==> src/design/isbc_pkg.sv <==
// Package for the IMU still-bias calibrator: widths, codes, FSM states,
// lane control struct, output saturation helpers and a magnitude helper. No dependencies.
`default_nettype none
package isbc_pkg;

  localparam int AXW   = 24;  // sensor axis sample
  localparam int NRMW  = 24;  // accel norm
  localparam int SQW   = 48;  // sum of squares
  localparam int LVW   = 25;  // lane value, signed
  localparam int SUMW  = 38;  // lane sum, signed
  localparam int SPRW  = 26;  // lane spread
  localparam int CNTW  = 14;  // sample counters
  localparam int LIMW  = 23;  // config limits
  localparam int DVDW  = 43;  // divider dividend
  localparam int DVSW  = 31;  // divider divisor
  localparam int BIASW = 20;
  localparam int MNW   = 20;
  localparam int SCW   = 18;
  localparam int TMPW  = 12;
  localparam int FRAC_BITS = 16;

  localparam logic [CNTW-1:0]       MAX_SAMPLES  = CNTW'(8192);
  localparam logic [CNTW-1:0]       SPR_RESET    = CNTW'(6000);
  localparam logic [SCW-1:0]        QONE         = SCW'(1 << FRAC_BITS);
  localparam logic signed [LVW-1:0] Q_GRAVITY    = LVW'((98 * (1 << FRAC_BITS) + 5) / 10);
  localparam logic signed [TMPW-1:0] DEFAULT_TEMP = TMPW'(320);
  localparam logic [DVDW-1:0]       SCALE_NUM    = DVDW'(981) << (2 * FRAC_BITS);
  localparam logic [NRMW+3:0]       TINY_NORM10  = (NRMW+4)'(1 << FRAC_BITS);

  typedef enum logic [2:0] {
    ST_ACCEPT = 3'd0,
    ST_REJECT = 3'd1,
    ST_MOTION = 3'd2,
    ST_RETRY  = 3'd3,
    ST_DONE   = 3'd4,
    ST_EMPTY  = 3'd5
  } status_t;

  typedef enum logic [2:0] {
    REG_SPR  = 3'd0,
    REG_NLO  = 3'd1,
    REG_NHI  = 3'd2,
    REG_GABS = 3'd3,
    REG_NSPR = 3'd4,
    REG_GSPR = 3'd5,
    REG_GTOL = 3'd6,
    REG_OFS  = 3'd7
  } cfg_idx_t;

  typedef enum logic [3:0] {
    S_IDLE,
    S_SQ,
    S_ADD,
    S_SQRT,
    S_CHK,
    S_MOT,
    S_LIMIT,
    S_DSTART,
    S_DWAIT,
    S_SCALE,
    S_FINAL,
    S_EMIT
  } state_t;

  typedef struct packed {
    logic upd;
    logic first;
    logic clr_sum;
    logic clr_spread;
  } lane_ctl_t;

  function automatic logic signed [BIASW-1:0] sat_bias(input logic signed [LVW-1:0] v);
    logic signed [LVW-1:0] hi;
    logic signed [LVW-1:0] lo;
    hi = LVW'((1 << (BIASW - 1)) - 1);
    lo = -LVW'(1 << (BIASW - 1));
    if (v > hi) return hi[BIASW-1:0];
    else if (v < lo) return lo[BIASW-1:0];
    else return v[BIASW-1:0];
  endfunction

  function automatic logic [MNW-1:0] sat_norm(input logic [NRMW-1:0] v);
    if (v > NRMW'((1 << MNW) - 1)) return {MNW{1'b1}};
    else return v[MNW-1:0];
  endfunction

  function automatic logic [SCW-1:0] sat_scale(input logic [DVDW-1:0] v);
    if (v > DVDW'((1 << SCW) - 1)) return {SCW{1'b1}};
    else return v[SCW-1:0];
  endfunction

  function automatic logic [AXW-1:0] mag24(input logic signed [AXW-1:0] v);
    if (v[AXW-1]) return ~v + AXW'(1);
    else return v;
  endfunction

endpackage
`default_nettype wire

==> src/design/isbc_lane.sv <==
// One accumulation lane: running sum, min/max and spread of one quantity.
// Depends on isbc_pkg.
`default_nettype none
module isbc_lane
  import isbc_pkg::*;
(
  input  wire logic                  clk,
  input  wire logic                  rst_n,
  input  wire lane_ctl_t             ctl,
  input  wire logic signed [LVW-1:0] val,
  output logic signed [SUMW-1:0]     sum,
  output logic [SPRW-1:0]            spread
);

  logic signed [LVW-1:0]  max_r;
  logic signed [LVW-1:0]  min_r;
  logic signed [SUMW-1:0] sum_r;
  logic [SPRW-1:0]        spread_r;
  logic signed [LVW-1:0]  max_nxt;
  logic signed [LVW-1:0]  min_nxt;
  logic signed [SPRW-1:0] diff;

  always_comb begin
    max_nxt = (ctl.first || val > max_r) ? val : max_r;
    min_nxt = (ctl.first || val < min_r) ? val : min_r;
    diff    = SPRW'(max_nxt) - SPRW'(min_nxt);
  end

  always_ff @(posedge clk) begin
    if (!rst_n) begin
      sum_r    <= '0;
      spread_r <= '0;
    end else begin
      if (ctl.clr_sum) sum_r <= '0;
      else if (ctl.upd) sum_r <= sum_r + SUMW'(val);
      if (ctl.clr_spread) spread_r <= '0;
      else if (ctl.upd) spread_r <= diff;
    end
  end

  always_ff @(posedge clk) begin
    if (ctl.upd) begin
      max_r <= max_nxt;
      min_r <= min_nxt;
    end
  end

  assign sum    = sum_r;
  assign spread = spread_r;

endmodule
`default_nettype wire

==> config.mk <==
export PLATFORM = sky130hd
export DESIGN_NAME = isbc_lane
export DESIGN_NICKNAME = d
export VERILOG_FILES = /design/src/design/isbc_pkg.sv /design/src/design/isbc_lane.sv
export SDC_FILE = /design/constraint.sdc
export NUM_CORES = 1
export LEC_CHECK = 0
export BUFFER_PORTS_ARGS = -buffer_cell sky130_fd_sc_hd__buf_2
export CORE_MARGIN = 2
export CORE_UTILIZATION = 30
export DETAILED_ROUTE_END_ITERATION = 10
export PLACE_DENSITY = 0.54
export SYNTH_ARGS = -nofsm -noshare
export SYNTH_HDL_FRONTEND = slang
export SYNTH_SLANG_ARGS = --single-unit
==> constraint.sdc <==
create_clock -name clk -period 7.45 [get_ports clk]
set_input_delay 1.49 -clock clk [delete_from_list [all_inputs] [get_ports clk]]
set_output_delay 1.49 -clock clk [all_outputs]
set_load 0.01 [all_outputs]
Word level (Yosys, flattened, before mapping)
Index checks and enable logic that the tools add are counted.
{"block": "totals", "ff_bits": 114, "inputBits": 31, "output_inout_bits": 64}
{"block": "op_classes", "add_sub_neg": 2, "n_lt_le_gt_ge": 2, "mux": 2, "bitwise_logic": 1, "n_reduce_logical": 4}
{"operator": "$mux 25", "n": 2}
{"operator": "$add 38x25->38", "n": 1}
{"operator": "$sub 25x25->26", "n": 1}
{"operator": "$gt 25x25->1", "n": 1}
{"operator": "$lt 25x25->1", "n": 1}
{"operator": "$reduce_or 2->1", "n": 2}
{"operator": "$logic_or 1x1->1", "n": 2}
{"operator": "$not 1->1", "n": 1}

Logic depth before layout (Yosys ltp)
Gate-level depths: netlist (run 1).
{"block": "logic_depth", "depth_word": 4, "mapped_depth": 27}

Worst setup path after synthesis (run 1)
OpenSTA, ideal clock, no wires.
{"block": "synth_path", "kind": "input to register", "from": "in val[14]", "to": "reg spread_r[20] (netlist: spread[20])", "setup_ns": 0.062, "arrival_ns": 6.185, "required_time_ns": 7.388, "setup_slack_ns": 1.202, "path_stages": 25, "path_buffers": 2, "cell_sequence": "ha_1 > a21oi_1 > o21ai_0 > a221oi_2 > o21ai_1 > o21a_1 > nor2_2 > buf_4 > clkbuf_1 > nor2_1 > a21oi_1 > inv_1 > fa_1 > nor2b_1 > o21ai_0 > a21oi_1 > o21ai_0 > a21o_1 > maj3_2 > nor3_4 > a21oi_2 > o211ai_2 > a21oi_1 > or4_1 > nand3_1"}
{"block": "synth_between", "elab_chain_len": 4}
{"element": "from (decl)", "line": "isbc_lane.sv:10", "source": "input wire logic signed [LVW-1:0] val,"}
{"element": "$lt 25x25->1", "line": "isbc_lane.sv:25", "source": "min_nxt = (ctl.first || val < min_r) ? val : min_r;"}
{"element": "$logic_or 1x1->1", "line": "isbc_lane.sv:25"}
{"element": "$mux 25", "line": "isbc_lane.sv:25"}
{"element": "via min_nxt[1]", "line": "isbc_lane.sv:20", "source": "logic signed [LVW-1:0] min_nxt;"}
{"element": "$sub 25x25->26", "line": "isbc_lane.sv:26", "source": "diff = SPRW'(max_nxt) - SPRW'(min_nxt);"}
{"element": "to (signal assigned)", "line": "isbc_lane.sv:37", "source": "else if (ctl.upd) spread_r <= diff;"}
{"element": "to (decl)", "line": "isbc_lane.sv:18", "source": "logic [SPRW-1:0] spread_r;"}
The timed path passes the listed nets, and every way through them passes these cells.
A chain may end at the register's enable or synchronous reset.

Worst setup path in the final report (run 1)
Ends and elaborated chain as after synthesis.

==> run metrics, run 1 <==
Post-Synth XOR/XNOR Area=0.0522; IO buf count=94; Initial DRT Pass Iterations=5; Overflow after GRT=0; slew at the pin with the worst max-slew slack=0.701 ns; pwr dens=237 mW/mm²; clk slew on worst S/H paths=0.06 ns; Yosys reg bits=114; NumNets Final=~1300; mapped cell area=0.00890 mm²; ANT nets after route=0; f_max=~0.16 GHz; Remaining DRCs=0; die area=0.0310 mm²; Yosys Warn Count=0; Synth Area in Adders=0.160; H-tree Lvls=4; Max-Cap Viols=0; Root Buffer=clkbuf_16; Placed Cells=1515; CTS sink count=114; status=complete, no violations; WL final=25800 µm; vias in the first global route=roughly 7600; CTS Buf Count=17; DR iter-0 viols=476; Hold Path Class=reg -> reg; Req. time, crit path=around 8 ns; # diodes=0; first-pass GRT wire length=about 41000 µm; Overall Global Routing Usage=0.168; Cell Area, Placed=between 0.009 and 0.01 mm²; initial antenna violation count=0; largest family of logic cells by synthesized area=compound AO/OA/AOI/OAI gates; Detailed Place HPWL=slightly below 20000 µm; Post-synth ARST share=0; Ports=95; cell with the most instances after synthesis=nor2_1; Die Y-Extent=between 150 and 200 µm; ranking of synthesized cells by area=edfxtp_1, ha_1, dfxtp_1; syn nets=1189; routed len/inst=roughly 17 µm; TritonCTS clock tree=built; Post-CTS Repair Setup Buffers=0; maximum fanout along the worst path=12; Compound-Gate Fraction of Synth Area=0.216; final hold violation count=0; Post-Synth Simple-Gate Area=0.162; vias after detailed routing=7880; Core Box Area=~0.029 mm²; largest net degree at the start of global routing=48; fin crit period=6.32 ns; num rows=63; post-synthesis sequential area ratio=0.313; Setup Skew=0.0126 ns; TNS Setup=0 ns; Layout Cell Area excl Fill=0.0104 mm²; Finished Layout Cells=1547; multiplexer share of the synthesized area=0.0405; cell taking the most area after synthesis=edfxtp_1; Worst Setup End Kind=flip-flop; Synth cell types=74; final slew viol count=0; Most used DFF post-synth=dfxtp_1; Setup Crit Path Kind=in -> reg; fin crit share=0.849; syn_area_per_cell=8.47 µm²; initial core utilization=0.303; cells after synthesis=about 1100; clock latency on the worst-skew pair=between 0.4 and 0.5 ns; CTS resizes=0; P&R area growth vs syn=17.2%; # hold bufs at CTS=0; Max-slew headroom=0.528; Pleak=0.00488 µW; Peak supply drop=0.000165 V; list of most frequent post-synthesis cells=nor2_1, ha_1, a21oi_1; CTS Buffer Depth=2; Post-synth EDFFs=50; Die W=between 150 and 200 µm; RSZ-0062 raised after global routing=no; top cell type's share of synthesized area=0.169; # setup viols final=0; vias per inst=5.09; crit start category=primary input; fraction of layout cells with a size suffix above 1=0.138; routability cong.=0.881; Worst EP arrival=6.68 ns
==> placed cells by master (no fill, tap or decap), types with 10 or more instances in the layout <==
| cell type | count |
|---|---|
| nor2_1 | 124 |
| ha_1 | 106 |
| a21oi_1 | 103 |
| inv_1 | 97 |
| buf_2 | 93 |
| nand2_1 | 68 |
| dfxtp_1 | 64 |
| o21ai_0 | 58 |
| edfxtp_1 | 50 |
| xnor2_1 | 37 |
| mux2i_1 | 36 |
| nand3_1 | 24 |
| a21o_1 | 24 |
| clkbuf_16 | 21 |
| nor3_1 | 19 |
| a211oi_1 | 18 |
| nand4_1 | 17 |
| xor2_1 | 16 |
| nor2b_1 | 14 |
| buf_4 | 14 |
| nand2b_1 | 10 |
==> worst max-delay path: stages <==
cell,delay [ns]
buf_2,0.18
ha_1,0.33
a21oi_1,0.15
o21ai_0,0.14
a221oi_2,0.33
nand2_1,0.39
nand2_1,0.37
o21ai_0,0.17
ha_1,0.24
fa_1,0.39
nor2b_1,0.15
o21ai_0,0.13
a21oi_1,0.20
o21ai_0,0.13
a21o_1,0.21
maj3_2,0.33
nor3_4,0.26
a21oi_2,0.13
o211ai_2,0.26
a21oi_1,0.12
or4_1,0.48
nand3_1,0.09
==> where the power goes <==
group          internal, µW  switching, µW
registers               723           31.7
clock network           523            313
logic                   346            530
==> per-layer routing <==
metal  global-route usage  wire length (µm)  up-vias
li1                     -                 -     3969
met1                0.234             12700     3671
met2                0.261             11400      208
met3               0.0351              1260       32
met4               0.0510               489        0
met5                    0                 0        -
==> final timing paths <==
check / startpoint / to / slack [ns] / cells after the start
max reg2reg: min_r[14] / spread[20] / 1.80 / 22
min reg2reg: spread[21] / spread[21] / 0.46 / 2
max: val[14] / spread[20] / 1.13 / 22
min: spread[21] / spread[21] / 0.46 / 2
==> metrics by stage <==
stage | worst slack (ns) | utilization | hold slack [ns] | total power, µW
2_1_floorplan | 1.20 | - | 0.482 | 1400
3_3_place_gp | 0.896 | 0.334 | 0.447 | 1630
3_5_place_dp | 0.812 | 0.334 | 0.457 | 1640
4_1_cts | 1.24 | 0.355 | 0.468 | 2490
5_1_grt | 0.721 | 0.355 | 0.500 | 2620
6_report | 1.13 | 0.355 | 0.464 | 2470
==> registers in the layout, indices dropped and copies added, names as in the netlist, named ones only <==
name	count
sum	38
spread	26
min_r	25
max_r	24
==> logic make-up (layout without fill, tap and decap cells) <==
family | Yosys count | after routing
simple gates | 309 | 309
fa+ha+maj | 113 | 113
buf+inv | 129 | 236
mux | 36 | 36
flops | 114 | 114
compound gates | 296 | 296
xor+xnor | 53 | 53
==> cell type report <==
type	instances	area, µm²
fill	3066	19000
multi-input combinational	807	5620
sequential	114	2780
timing repair buffer	107	571
clock buffer	26	564
tap	390	488
inverter	97	364
clock inverter	6	33.8
No activity file was read; power rests on OpenSTA's default activity.
==> run 2, diff against run 1 <==
- PLACE_DENSITY: 0.54 -> 0.56
- clock period: 7.45 -> 5.4 ns (I/O delays scaled with it)
==> run 2 against run 1 <==
  * Wire length up 6.0%
  * Sequential share of layout area fell by 3.6 points
  * Flip-flop and latch count is the same
  * Critical path type unchanged
  * Critical endpoint is now spread[23]
==> run metrics, run 2 (synthesized netlist as in run 1, its figures left out) <==
RSZ-0062 raised after global routing=yes; clock latency on the worst-skew pair=about 0.44 ns; fin crit period=5.27 ns; Die W=176 µm; initial core utilization=0.303; Pleak=0.00551 µW; worst setup margin=between 0.1 and 0.15 ns; status=complete, no violations; Remaining DRCs=0; Layout Cell Area excl Fill=0.0121 mm²; final hold violation count=0; Setup Crit Path Kind=in -> reg; Gate power share=0.414; Root Buffer=clkbuf_16; Setup WS pre-CTS=-0.463 ns; Max stage delay on crit path=0.40 ns; Overall Global Routing Usage=0.173; Cell Area, Placed=about 0.011 mm²; CTS Buf Count=17; NumNets Final=roughly 1400; fraction of layout cells with a size suffix above 1=0.282; Die Y-Extent=between 150 and 200 µm; P&R area growth vs syn=35.5%; DR iter-0 viols=around 390; R2R Path Start=max_r[15]; routability cong.=slightly below 0.9; Overflow after GRT=0; Power Total=3790 µW; cells along the critical path=buf_2 > ha_4 > nand4_1 > nor2_2 > a221oi_2 > nand4_1 > a311oi_4 > nor2_1 > a21o_1 > ha_1 > nor2b_4 > o21ai_2 > a21boi_2 > o21ai_1 > a211o_1 > maj3_2 > nor4_4 > o22ai_2 > o2bb2ai_4 > o221ai_2 > or4_1 > nand3_1; Worst EP arrival=5.64 ns; Max-slew headroom=0.375; Max-Cap Viols=0; critical path's top delay family=compound AO/OA/AOI/OAI gates; Most common cell on crit path=nand4_1; # setup viols final=0; Core Box Area=about 0.03 mm²; Setup Skew=0.0140 ns; CTS sink count=114; vias per inst=4.99; TNS Setup=0 ns; Pint=approximately 2400 µW; commonest non-fill, non-tap cells in the layout=buf_4, nor2_1, inv_1; Peak supply drop=0.000224 V; Worst Setup End Kind=flip-flop; vias after detailed routing=approximately 8300; WL final=between 20000 and 30000 µm; sequential power share=0.275; final slew viol count=0; vias in the first global route=around 7900; CTS Buffer Depth=2; HP Start=spread[21]; Ports=95; sw frac=0.355; initial antenna violation count=0; pwr dens=approximately 310 mW/mm²; fin crit share=0.976; Req. time, crit path=approximately 5.8 ns; Net Switching=1350 µW; ANT nets after route=0; f_max=around 0.19 GHz; commonest non-fill, non-tap cell in the layout=buf_4; largest net degree at the start of global routing=66; Hold Path Class=reg -> reg; maximum fanout along the worst path=5; Hold Slack=0.462 ns; crit path launch=val[21]; Largest register FFs=38; num rows=63; crit start category=primary input; routed len/inst=16.5 µm; TritonCTS clock tree=built; IO buf count=94; critical path's slowest cell=or4_1; slew at the pin with the worst max-slew slack=0.938 ns; FILL cells=2896; Detailed Place HPWL=just over 20000 µm; clk slew on worst S/H paths=0.06 ns; clock power share=0.311; first-pass GRT wire length=41800 µm; H-tree Lvls=4; Initial DRT Pass Iterations=4; worst path buffer plus inverter count=1; die area=slightly above 0.03 mm²
[run 2: cell types whose count changed in the layout (fill, tap and decap cells not counted), moves of 11 or more]
cell / previous run / this run
a21oi_1: 103 / 87
a21oi_2: 1 / 15
buf_2: 93 / 76
buf_4: 14 / 128
buf_6: 0 / 11
ha_1: 106 / 71
ha_4: 0 / 32
o21ai_0: 58 / 46
[run 2: worst paths after layout]
check                                   to  slack [ns]  depth (start not counted)
worst max-delay path            spread[23]        0.13                         22
worst min-delay path            spread[21]        0.46                          2
worst max register to register  spread[23]        0.35                         23
worst min register to register  spread[21]        0.46                          2
[run 2: metal layers]
layer / track usage / part of all wire
met1: 0.236 / 0.48
met2: 0.271 / 0.46
met3: 0.0396 / 0.042
met4: 0.0534 / 0.019
met5: 0 / 0
[run 2: timing repair]
| action | 4_1_cts | 5_1_grt |
|---|---|---|
| endpoints found under the setup margin | 3 | 14 |
| hold buffers | 0 | 0 |
| pin swaps | 0 | 45 |
| buffers inserted | 0 | 16 |
| gates resized for setup | 1 | 149 |
[run 2: per-stage QoR]
step | util | cells
after floorplan | - | 1050
after global placement | 0.359 | 1610
after detailed placement | 0.359 | 1610
after CTS | 0.381 | 1642
after global routing | 0.410 | 1658
final | 0.410 | 1659
[run 2: tightest hold or removal path, cell delays in order (launching register included)]
cell	delay, ns
dfxtp_1	0.31
nand2_1	0.06
o21ai_1	0.05
[run 2: area by class of cell]
cell class | instances | area (µm²) | share of cell area
sequential | 114 | 2780 | 0.231
tap | 390 | 488 | 0.0405
antenna | 1 | 2.50 | 0.000208
timing repair buffer | 218 | 1520 | 0.126
inverter | 97 | 364 | 0.0302
clock buffer | 21 | 504 | 0.0418
multi-input combinational | 807 | 6280 | 0.521
clock inverter | 11 | 109 | 0.00903
[run 2: power groups by stage]
stage	Combinational [µW]	Clock (µW)	Sequential, µW
floorplan	877	0	1070
global placement	1370	0	1060
detailed placement	1380	0	1060
CTS	1390	1210	1040
global route	1730	1240	1050
finish	1570	1180	1040
