### config.mk
export PLATFORM = sky130hd
export DESIGN_NAME = isbc_div
export DESIGN_NICKNAME = d
export VERILOG_FILES = /design/src/design/isbc_pkg.sv /design/src/design/isbc_div.sv
export SDC_FILE = /design/constraint.sdc
export NUM_CORES = 1
export LEC_CHECK = 0
export BUFFER_PORTS_ARGS = -buffer_cell sky130_fd_sc_hd__buf_2
export CORE_MARGIN = 4
export CORE_UTILIZATION = 35
export DETAILED_ROUTE_END_ITERATION = 10
export GPL_TIMING_DRIVEN = 0
export PLACE_DENSITY = 0.66
export SETUP_SLACK_MARGIN = 0.2
export SKIP_CTS_REPAIR_TIMING = 1
export SYNTH_ARGS = -nofsm -noshare
export SYNTH_HDL_FRONTEND = slang
export SYNTH_SLANG_ARGS = --single-unit
### constraint.sdc
create_clock -name clk -period 3.67 [get_ports clk]
set_input_delay 0.367 -clock clk [delete_from_list [all_inputs] [get_ports clk]]
set_output_delay 0.367 -clock clk [all_outputs]
set_load 0.01 [all_outputs]
### src/design/isbc_pkg.sv
// Package for the IMU still-bias calibrator: widths, codes, FSM states,
// lane control struct, output saturation helpers and a magnitude helper. No dependencies.
`default_nettype none
package isbc_pkg;

  localparam int AXW   = 24;  // sensor axis sample
  localparam int NRMW  = 24;  // accel norm
  localparam int SQW   = 48;  // sum of squares
  localparam int LVW   = 25;  // lane value, signed
  localparam int SUMW  = 38;  // lane sum, signed
  localparam int SPRW  = 26;  // lane spread
  localparam int CNTW  = 14;  // sample counters
  localparam int LIMW  = 23;  // config limits
  localparam int DVDW  = 43;  // divider dividend
  localparam int DVSW  = 31;  // divider divisor
  localparam int BIASW = 20;
  localparam int MNW   = 20;
  localparam int SCW   = 18;
  localparam int TMPW  = 12;
  localparam int FRAC_BITS = 16;

  localparam logic [CNTW-1:0]       MAX_SAMPLES  = CNTW'(8192);
  localparam logic [CNTW-1:0]       SPR_RESET    = CNTW'(6000);
  localparam logic [SCW-1:0]        QONE         = SCW'(1 << FRAC_BITS);
  localparam logic signed [LVW-1:0] Q_GRAVITY    = LVW'((98 * (1 << FRAC_BITS) + 5) / 10);
  localparam logic signed [TMPW-1:0] DEFAULT_TEMP = TMPW'(320);
  localparam logic [DVDW-1:0]       SCALE_NUM    = DVDW'(981) << (2 * FRAC_BITS);
  localparam logic [NRMW+3:0]       TINY_NORM10  = (NRMW+4)'(1 << FRAC_BITS);

  typedef enum logic [2:0] {
    ST_ACCEPT = 3'd0,
    ST_REJECT = 3'd1,
    ST_MOTION = 3'd2,
    ST_RETRY  = 3'd3,
    ST_DONE   = 3'd4,
    ST_EMPTY  = 3'd5
  } status_t;

  typedef enum logic [2:0] {
    REG_SPR  = 3'd0,
    REG_NLO  = 3'd1,
    REG_NHI  = 3'd2,
    REG_GABS = 3'd3,
    REG_NSPR = 3'd4,
    REG_GSPR = 3'd5,
    REG_GTOL = 3'd6,
    REG_OFS  = 3'd7
  } cfg_idx_t;

  typedef enum logic [3:0] {
    S_IDLE,
    S_SQ,
    S_ADD,
    S_SQRT,
    S_CHK,
    S_MOT,
    S_LIMIT,
    S_DSTART,
    S_DWAIT,
    S_SCALE,
    S_FINAL,
    S_EMIT
  } state_t;

  typedef struct packed {
    logic upd;
    logic first;
    logic clr_sum;
    logic clr_spread;
  } lane_ctl_t;

  function automatic logic signed [BIASW-1:0] sat_bias(input logic signed [LVW-1:0] v);
    logic signed [LVW-1:0] hi;
    logic signed [LVW-1:0] lo;
    hi = LVW'((1 << (BIASW - 1)) - 1);
    lo = -LVW'(1 << (BIASW - 1));
    if (v > hi) return hi[BIASW-1:0];
    else if (v < lo) return lo[BIASW-1:0];
    else return v[BIASW-1:0];
  endfunction

  function automatic logic [MNW-1:0] sat_norm(input logic [NRMW-1:0] v);
    if (v > NRMW'((1 << MNW) - 1)) return {MNW{1'b1}};
    else return v[MNW-1:0];
  endfunction

  function automatic logic [SCW-1:0] sat_scale(input logic [DVDW-1:0] v);
    if (v > DVDW'((1 << SCW) - 1)) return {SCW{1'b1}};
    else return v[SCW-1:0];
  endfunction

  function automatic logic [AXW-1:0] mag24(input logic signed [AXW-1:0] v);
    if (v[AXW-1]) return ~v + AXW'(1);
    else return v;
  endfunction

endpackage
`default_nettype wire

### src/design/isbc_div.sv
// Restoring unsigned divider, one quotient bit per cycle, shared by all
// end-of-round means and the accel scale. Depends on isbc_pkg.
`default_nettype none
module isbc_div
  import isbc_pkg::*;
(
  input  wire logic            clk,
  input  wire logic            rst_n,
  input  wire logic            start,
  input  wire logic [DVDW-1:0] dividend,
  input  wire logic [DVSW-1:0] divisor,
  output logic                 done,
  output logic [DVDW-1:0]      quot
);

  logic [DVDW-1:0] q_r;
  logic [DVSW-1:0] rem_r;
  logic [DVSW-1:0] dvs_r;
  logic [5:0]      cnt_r;
  logic            run_r;
  logic            done_r;
  logic [DVSW:0]   trial;

  assign trial = {rem_r, q_r[DVDW-1]};

  always_ff @(posedge clk) begin
    if (!rst_n) begin
      run_r  <= 1'b0;
      done_r <= 1'b0;
      cnt_r  <= '0;
    end else begin
      done_r <= 1'b0;
      if (start) begin
        run_r <= 1'b1;
        cnt_r <= 6'(DVDW - 1);
      end else if (run_r) begin
        if (cnt_r == '0) begin
          run_r  <= 1'b0;
          done_r <= 1'b1;
        end
        cnt_r <= cnt_r - 6'd1;
      end
    end
  end

  always_ff @(posedge clk) begin
    if (start) begin
      q_r   <= dividend;
      rem_r <= '0;
      dvs_r <= divisor;
    end else if (run_r) begin
      if (trial >= {1'b0, dvs_r}) begin
        rem_r <= DVSW'(trial - {1'b0, dvs_r});
        q_r   <= {q_r[DVDW-2:0], 1'b1};
      end else begin
        rem_r <= trial[DVSW-1:0];
        q_r   <= {q_r[DVDW-2:0], 1'b0};
      end
    end
  end

  assign done = done_r;
  assign quot = q_r;

endmodule
`default_nettype wire

# [Yosys cells after proc, flatten, opt, wreduce, memory -nomap -nowiden]
# Index checks and enable logic that the tools add are counted.
[totals] output_inout_bits=44 word_cells=26 regBits=113
[classes] order_cmp=1 n_mux=10 n_addsub=2 reduce_logical=4 bitwise_logic=2
[ops] op="2-to-1 mux 43 bit" n=2
[ops] op="greater-or-equal comparator 32 x 31 -> 1 bit" n=1
[ops] op="2-to-1 mux 31 bit" n=1
[ops] op="subtractor 31 bit" n=1
[ops] op="2-to-1 mux 6 bit" n=2
[ops] op="zero test 6 bit" n=1
[ops] op="subtractor 6 x 1 -> 6 bit (second input constant)" n=1
[ops] op="2-to-1 mux 1 bit" n=5
[ops] op="OR reduction 3 bit" n=1
[ops] op="NOT 1 bit" n=2
[ops] op="nonzero test 2 bit" n=1
[ops] op="OR reduction 2 bit" n=1

# [Depth between registers and ports, before layout]
[logic_depth] depth_word=4 mapped_depth=15

# [Worst setup path before layout]
# No wires, ideal clock.
[synth_timing] path_type="reg-to-reg" startpoint="register q_r[42] (netlist: quot[42])" endpoint="register q_r[0] (netlist: quot[0]), data pin" stages_incl_launch_ff=14 arrival_time_ps=2731 n_path_buf=2 path_slack_ps=680 path_cell_list="edfxtp_1 inv_1 ha_1 fa_1 nand2b_1 a21oi_2 o31ai_2 a21oi_1 o211ai_1 o221ai_2 or3_4 buf_6 buf_2 mux2_2"
[synth_between] elab_chain_cells=4
[synth_rtl] item="from (decl)" line_no="isbc_div.sv:16" text="logic [DVDW-1:0] q_r;"
[synth_rtl] item="from (signal assigned)" line_no="isbc_div.sv:48" text="q_r <= dividend;"
[synth_rtl] item="from (signal assigned)" line_no="isbc_div.sv:54" text="q_r <= {q_r[DVDW-2:0], 1'b1};"
[synth_rtl] item="from (signal assigned)" line_no="isbc_div.sv:57" text="q_r <= {q_r[DVDW-2:0], 1'b0};"
[synth_rtl] item="greater-or-equal comparator 32 x 31 -> 1 bit" line_no="isbc_div.sv:52" text="if (trial >= {1'b0, dvs_r}) begin"
[synth_rtl] item="2-to-1 mux 1 bit" line_no="isbc_div.sv:52"
[synth_rtl] item="2-to-1 mux 43 bit" line_no="isbc_div.sv:51" text="end else if (run_r) begin"
[synth_rtl] item="2-to-1 mux 43 bit" line_no="isbc_div.sv:47" text="if (start) begin"
# No other way between the ends. The select of a mux whose other input is x is not followed.
# A chain may end at the register's enable or synchronous reset.

# [Final worst setup path]
[layout_timing] startpoint="register q_r[42] (netlist: quot[42])" endpoint="register rem_r[22]"
[layout_between] elab_chain_cells=2 word_cells_on_any_way=3 classes_between="add/sub: 1; order compare: 1; mux: 1"
[layout_rtl] item="subtractor 31 bit or greater-or-equal comparator 32 x 31 -> 1 bit (tied branches)" line_no="isbc_div.sv:53, isbc_div.sv:52"
[layout_rtl] item="2-to-1 mux 31 bit (*)" line_no="isbc_div.sv:52"
[layout_rtl] item="to (signal assigned)" line_no="isbc_div.sv:53" text="rem_r <= DVSW'(trial - {1'b0, dvs_r});"
[layout_rtl] item="to (signal assigned)" line_no="isbc_div.sv:56" text="rem_r <= trial[DVSW-1:0];"
[layout_rtl] item="to (decl)" line_no="isbc_div.sv:17" text="logic [DVSW-1:0] rem_r;"
# Every way passes the cells marked *; elsewhere a longest branch is shown, timed or not.

==> impl_results.html <==
<table>
<tr><th>Metric</th><th>Value</th></tr>
<tr><th colspan="2">Status</th></tr>
<tr><td>Status</td><td>completed</td></tr>
<tr><th colspan="2">Timing</th></tr>
<tr><td>Worst hold-check slack</td><td>0.123 ns</td></tr>
<tr><td>Worst slew slack as a fraction of its limit</td><td>0.471</td></tr>
<tr><td>Peak Freq</td><td>0.306 GHz</td></tr>
<tr><td>Fin. max-slew vios</td><td>0</td></tr>
<tr><td>Hold Violations, Final</td><td>0</td></tr>
<tr><td>Setup repair after global routing missed its margin</td><td>false</td></tr>
<tr><td>Smallest setup slack after layout</td><td>0.404 ns</td></tr>
<tr><td>Setup-failing EPs final</td><td>0</td></tr>
<tr><td>Summed negative setup slack over all endpoints</td><td>0 ns</td></tr>
<tr><td>Crit path time final</td><td>3.27 ns</td></tr>
<tr><td>Ratio of final minimum period to clock period</td><td>0.890</td></tr>
<tr><td>Worst-Margin Slew</td><td>0.793 ns</td></tr>
<tr><td>Clock Skew</td><td>0.0102 ns</td></tr>
<tr><th colspan="2">Setup path</th></tr>
<tr><td>Worst R2R End</td><td>rem_r[22]$_SDFFE_PP0P_</td></tr>
<tr><td>Signal arrival time at the worst endpoint</td><td>3.58 ns</td></tr>
<tr><td>Origin of the worst setup path</td><td>quot[42]$_DFFE_PP_</td></tr>
<tr><td>Last element of the critical path</td><td>rem_r[22]$_SDFFE_PP0P_</td></tr>
<tr><td>Stages on worst setup path</td><td>13</td></tr>
<tr><td>Buf/Inv on CP</td><td>1</td></tr>
<tr><td>Slack of the worst reg-to-reg path</td><td>0.40 ns</td></tr>
<tr><td>Category of the most critical setup path</td><td>register to register</td></tr>
<tr><td>Sequence of cells on the critical path</td><td>inv_1, ha_1, fa_1, nand2b_2, a21oi_4, o31ai_4, a211oi_2, o21ai_2, a21oi_2, nor2_1, and3_1, or4_1, a311oi_2</td></tr>
<tr><td>Maximum fanout encountered on the critical timing path</td><td>4</td></tr>
<tr><td>Nature of the critical path endpoint</td><td>register</td></tr>
<tr><td>Launching element type of the critical path</td><td>register</td></tr>
<tr><td>Delay-heaviest family, CP</td><td>compound AO/OA/AOI/OAI gates</td></tr>
<tr><td>R2R Path Start</td><td>quot[42]$_DFFE_PP_</td></tr>
<tr><td>Required time of the critical path</td><td>3.99 ns</td></tr>
<tr><td>Slowest cell on the critical path</td><td>sky130_fd_sc_hd__or4_1</td></tr>
<tr><td>Depth of the worst register-to-register path</td><td>13</td></tr>
<tr><td>Crit path largest cell delay</td><td>0.50 ns</td></tr>
<tr><th colspan="2">Routing</th></tr>
<tr><td>Drt first-iter violations</td><td>293</td></tr>
<tr><td>Wire length per cell after detailed routing</td><td>16.0 µm</td></tr>
<tr><td>Remaining routing DRC violations</td><td>0</td></tr>
<tr><td>Drt total wl</td><td>15700 µm</td></tr>
<tr><td>Vias after detailed routing</td><td>5040</td></tr>
<tr><td>Detailed-route vias per instance</td><td>5.15</td></tr>
<tr><td>First-pass detailed-route iteration total</td><td>5</td></tr>
<tr><td>Residual antenna-violating net count after detailed routing</td><td>0</td></tr>
<tr><th colspan="2">Global routing</th></tr>
<tr><td>Antenna violations before repair</td><td>0</td></tr>
<tr><td>Number of global-route vias before repair</td><td>5188</td></tr>
<tr><td>Total gr overflow</td><td>0</td></tr>
<tr><td>Largest net degree at the start of global routing</td><td>34</td></tr>
<tr><td>First-pass GRT wire length</td><td>26000 µm</td></tr>
<tr><td>Global Route Usage Sum</td><td>0.162</td></tr>
<tr><th colspan="2">Layout</th></tr>
<tr><td>Antenna fix cells</td><td>0</td></tr>
<tr><td>Final non-filler cell total</td><td>979</td></tr>
<tr><td>Final Core Density</td><td>0.445</td></tr>
<tr><td>Layout area overhead</td><td>24.1%</td></tr>
<tr><td>Count of fill cells added during filler insertion</td><td>1671</td></tr>
<tr><td>Share of layout cells above drive strength 1</td><td>0.302</td></tr>
<tr><td># nets final</td><td>852</td></tr>
<tr><th colspan="2">Clock tree</th></tr>
<tr><td>Cts bufs inserted</td><td>17</td></tr>
<tr><td>Clock transition at the register clock pins on the worst setup and hold paths after CTS</td><td>0.06 ns</td></tr>
<tr><td>TritonCTS clock tree</td><td>yes</td></tr>
<tr><td>CTS sink count</td><td>113</td></tr>
<tr><td>H-tree lvl count</td><td>4</td></tr>
<tr><td>Master cell of the clock root buffer</td><td>sky130_fd_sc_hd__clkbuf_16</td></tr>
<tr><td>CTS Buffer Depth</td><td>2</td></tr>
<tr><td>Clock insertion delay at the later pin of the skew report</td><td>0.42 ns</td></tr>
<tr><th colspan="2">Synth</th></tr>
<tr><td>Number of synthesized flops with an enable pin</td><td>74</td></tr>
<tr><td>Post-synth ARST share</td><td>0</td></tr>
<tr><td>Number of warnings reported in the yosys synthesis log</td><td>0</td></tr>
<tr><td>Number of distinct library cells after synthesis</td><td>65</td></tr>
<tr><td>Most frequent cell after synthesis</td><td>sky130_fd_sc_hd__edfxtp_1</td></tr>
<tr><td>Area fraction of the dominant cell type after synthesis</td><td>0.356</td></tr>
<tr><td>Most instantiated cells after synthesis</td><td>sky130_fd_sc_hd__edfxtp_1, sky130_fd_sc_hd__nand2_1, sky130_fd_sc_hd__inv_1</td></tr>
<tr><td>Post-synth top area cell</td><td>sky130_fd_sc_hd__edfxtp_1</td></tr>
<tr><td>Register area share after synthesis</td><td>0.480</td></tr>
<tr><td>Gate Count Post-Synth</td><td>601</td></tr>
<tr><td>Top area cells in the synthesized netlist</td><td>sky130_fd_sc_hd__edfxtp_1, sky130_fd_sc_hd__dfxtp_1, sky130_fd_sc_hd__mux2_2, sky130_fd_sc_hd__ha_1, sky130_fd_sc_hd__nand2_1</td></tr>
<tr><td>Nets in the synthesized netlist</td><td>712</td></tr>
<tr><td>Dominant register cell in the synthesized netlist</td><td>sky130_fd_sc_hd__edfxtp_1</td></tr>
<tr><td>Per-instance average area after synthesis</td><td>10.4 µm²</td></tr>
<tr><td>Synthesized area</td><td>6250 µm²</td></tr>
<tr><td>Number of register bits inferred by synthesis</td><td>113</td></tr>
<tr><th colspan="2">Power</th></tr>
<tr><td>Power per cell area</td><td>527 nW/µm²</td></tr>
<tr><td>Leak</td><td>3.28 nW</td></tr>
<tr><td>Highest ir drop seen on vdd</td><td>358 µV</td></tr>
<tr><th colspan="2">Hold path</th></tr>
<tr><td>Min-Delay Path Class</td><td>input port to register</td></tr>
<tr><th colspan="2">Run</th></tr>
<tr><td>Maxcap violations</td><td>0</td></tr>
<tr><th colspan="2">Floorplanning</th></tr>
<tr><td>Starting utilization of the core area</td><td>0.359</td></tr>
<tr><td>Die area</td><td>20100 µm²</td></tr>
<tr><td>Count of pins on the block boundary</td><td>121</td></tr>
<tr><td>DIE HEIGHT</td><td>142 µm</td></tr>
<tr><td>Row cnt</td><td>48</td></tr>
<tr><td>Std-Cell Core Area</td><td>17400 µm²</td></tr>
<tr><td>Width of the chip</td><td>142 µm</td></tr>
<tr><th colspan="2">Place</th></tr>
<tr><td>Placement Setup Slack</td><td>0.314 ns</td></tr>
<tr><td>Cell count after placement</td><td>947</td></tr>
<tr><td>Total of buffers placed on input and output ports</td><td>120</td></tr>
<tr><td>Detailed placer's ending HPWL</td><td>11400 µm</td></tr>
<tr><td>Final estimated routing congestion in global placement</td><td>0.850</td></tr>
</table>
report_power, final:
part	switching [mW]	leakage [nW]	internal, mW	total [mW]
clock network	0.684	0.284	0.963	1.65
logic	0.504	1.94	0.368	0.872
registers	0.0706	1.06	1.49	1.57
worst min path at each step:
| stage | startpoint | end | slack, ns | depth (start not counted) |
|---|---|---|---|---|
| finish | divisor[6] | dvs_r[6]$_DFFE_PP_ | 0.12 | 1 |
| global route | divisor[6] | dvs_r[6]$_DFFE_PP_ | 0.10 | 1 |
| CTS | divisor[6] | dvs_r[6]$_DFFE_PP_ | 0.11 | 1 |
| detailed placement | rem_r[12]$_SDFFE_PP0P_ | rem_r[13]$_SDFFE_PP0P_ | 0.49 | 2 |
| global placement | rem_r[1]$_SDFFE_PP0P_ | rem_r[1]$_SDFFE_PP0P_ | 0.49 | 2 |
| floorplan | rem_r[1]$_SDFFE_PP0P_ | rem_r[1]$_SDFFE_PP0P_ | 0.46 | 2 |
through the flow:
stage / instance area, µm² / power [mW]
4_1_cts: 7740 / 4.12
6_report: 7760 / 4.09
3_5_place_dp: 7150 / 2.45
3_3_place_gp: 7130 / 2.44
5_1_grt: 7760 / 4.31
2_1_floorplan: 6250 / 2.18
per-layer routing:
metal  vias to the layer above  GRT usage  routed length [µm]
met5                         -          0                   0
met4                         0     0.0449                 170
met3                        13     0.0590                1290
met2                       172      0.256                7140
met1                      2380      0.210                7080
li1                       2475          -                   -
sequential cells by signal, indices dropped and copies added, names as in the netlist:
| name | count |
|---|---|
| dvs_r | 31 |
| quot | 43 |
| rem_r | 31 |
| cnt_r | 6 |
| run_r | 1 |
| done | 1 |
cell type report:
| class | instances | area, µm² | share of cell area |
|---|---|---|---|
| inverters | 50 | 188 | 0.0242 |
| flip-flops and latches | 113 | 3000 | 0.387 |
| well taps | 225 | 282 | 0.0363 |
| clock inverters | 15 | 160 | 0.0206 |
| plain buffers | 26 | 133 | 0.0171 |
| repair buffers | 121 | 621 | 0.0800 |
| multi-input cells | 412 | 2950 | 0.380 |
| clock buffers | 17 | 425 | 0.0548 |
placed cells by master, fill, tap and decap left out, types with 6 or more instances in the layout:
cell type / synthesis / layout
sky130_fd_sc_hd__buf_2: 7 / 127
sky130_fd_sc_hd__edfxtp_1: 74 / 74
sky130_fd_sc_hd__nand2_1: 68 / 67
sky130_fd_sc_hd__inv_1: 49 / 49
sky130_fd_sc_hd__nor2_1: 48 / 48
sky130_fd_sc_hd__mux2_2: 44 / 44
sky130_fd_sc_hd__dfxtp_1: 39 / 39
sky130_fd_sc_hd__a21oi_1: 38 / 38
sky130_fd_sc_hd__ha_1: 33 / 33
sky130_fd_sc_hd__o21ai_0: 20 / 20
sky130_fd_sc_hd__a311oi_1: 18 / 18
sky130_fd_sc_hd__clkbuf_16: 0 / 17
sky130_fd_sc_hd__xnor2_1: 16 / 16
sky130_fd_sc_hd__clkbuf_1: 14 / 14
sky130_fd_sc_hd__a21o_1: 12 / 12
sky130_fd_sc_hd__nor3_1: 9 / 9
sky130_fd_sc_hd__o21bai_1: 7 / 7
sky130_fd_sc_hd__nand3_1: 7 / 7
sky130_fd_sc_hd__and3_1: 7 / 7
sky130_fd_sc_hd__inv_6: 0 / 6
worst register-to-register path, stage by stage (launching register included):
cell and delay, ns:
sky130_fd_sc_hd__edfxtp_1 0.39, sky130_fd_sc_hd__inv_1 0.06, sky130_fd_sc_hd__ha_1 0.22, sky130_fd_sc_hd__fa_1 0.38, sky130_fd_sc_hd__nand2b_2 0.24, sky130_fd_sc_hd__a21oi_4 0.19
sky130_fd_sc_hd__o31ai_4 0.10, sky130_fd_sc_hd__a211oi_2 0.25, sky130_fd_sc_hd__o21ai_2 0.11, sky130_fd_sc_hd__a21oi_2 0.21, sky130_fd_sc_hd__nor2_1 0.10, sky130_fd_sc_hd__and3_1 0.17
sky130_fd_sc_hd__or4_1 0.50, sky130_fd_sc_hd__a311oi_2 0.26
cells by family (layout without fill, tap and decap cells):
logic type | Yosys count | after routing | synth area share
simple gates | 167 | 167 | 0.123
compound gates | 144 | 144 | 0.164
xor+xnor | 21 | 21 | 0.0294
fa+ha+maj | 34 | 34 | 0.0693
flops | 113 | 113 | 0.480
mux | 46 | 46 | 0.0825
buf+inv | 76 | 229 | 0.0513
Power figures use the tool's default switching activity.
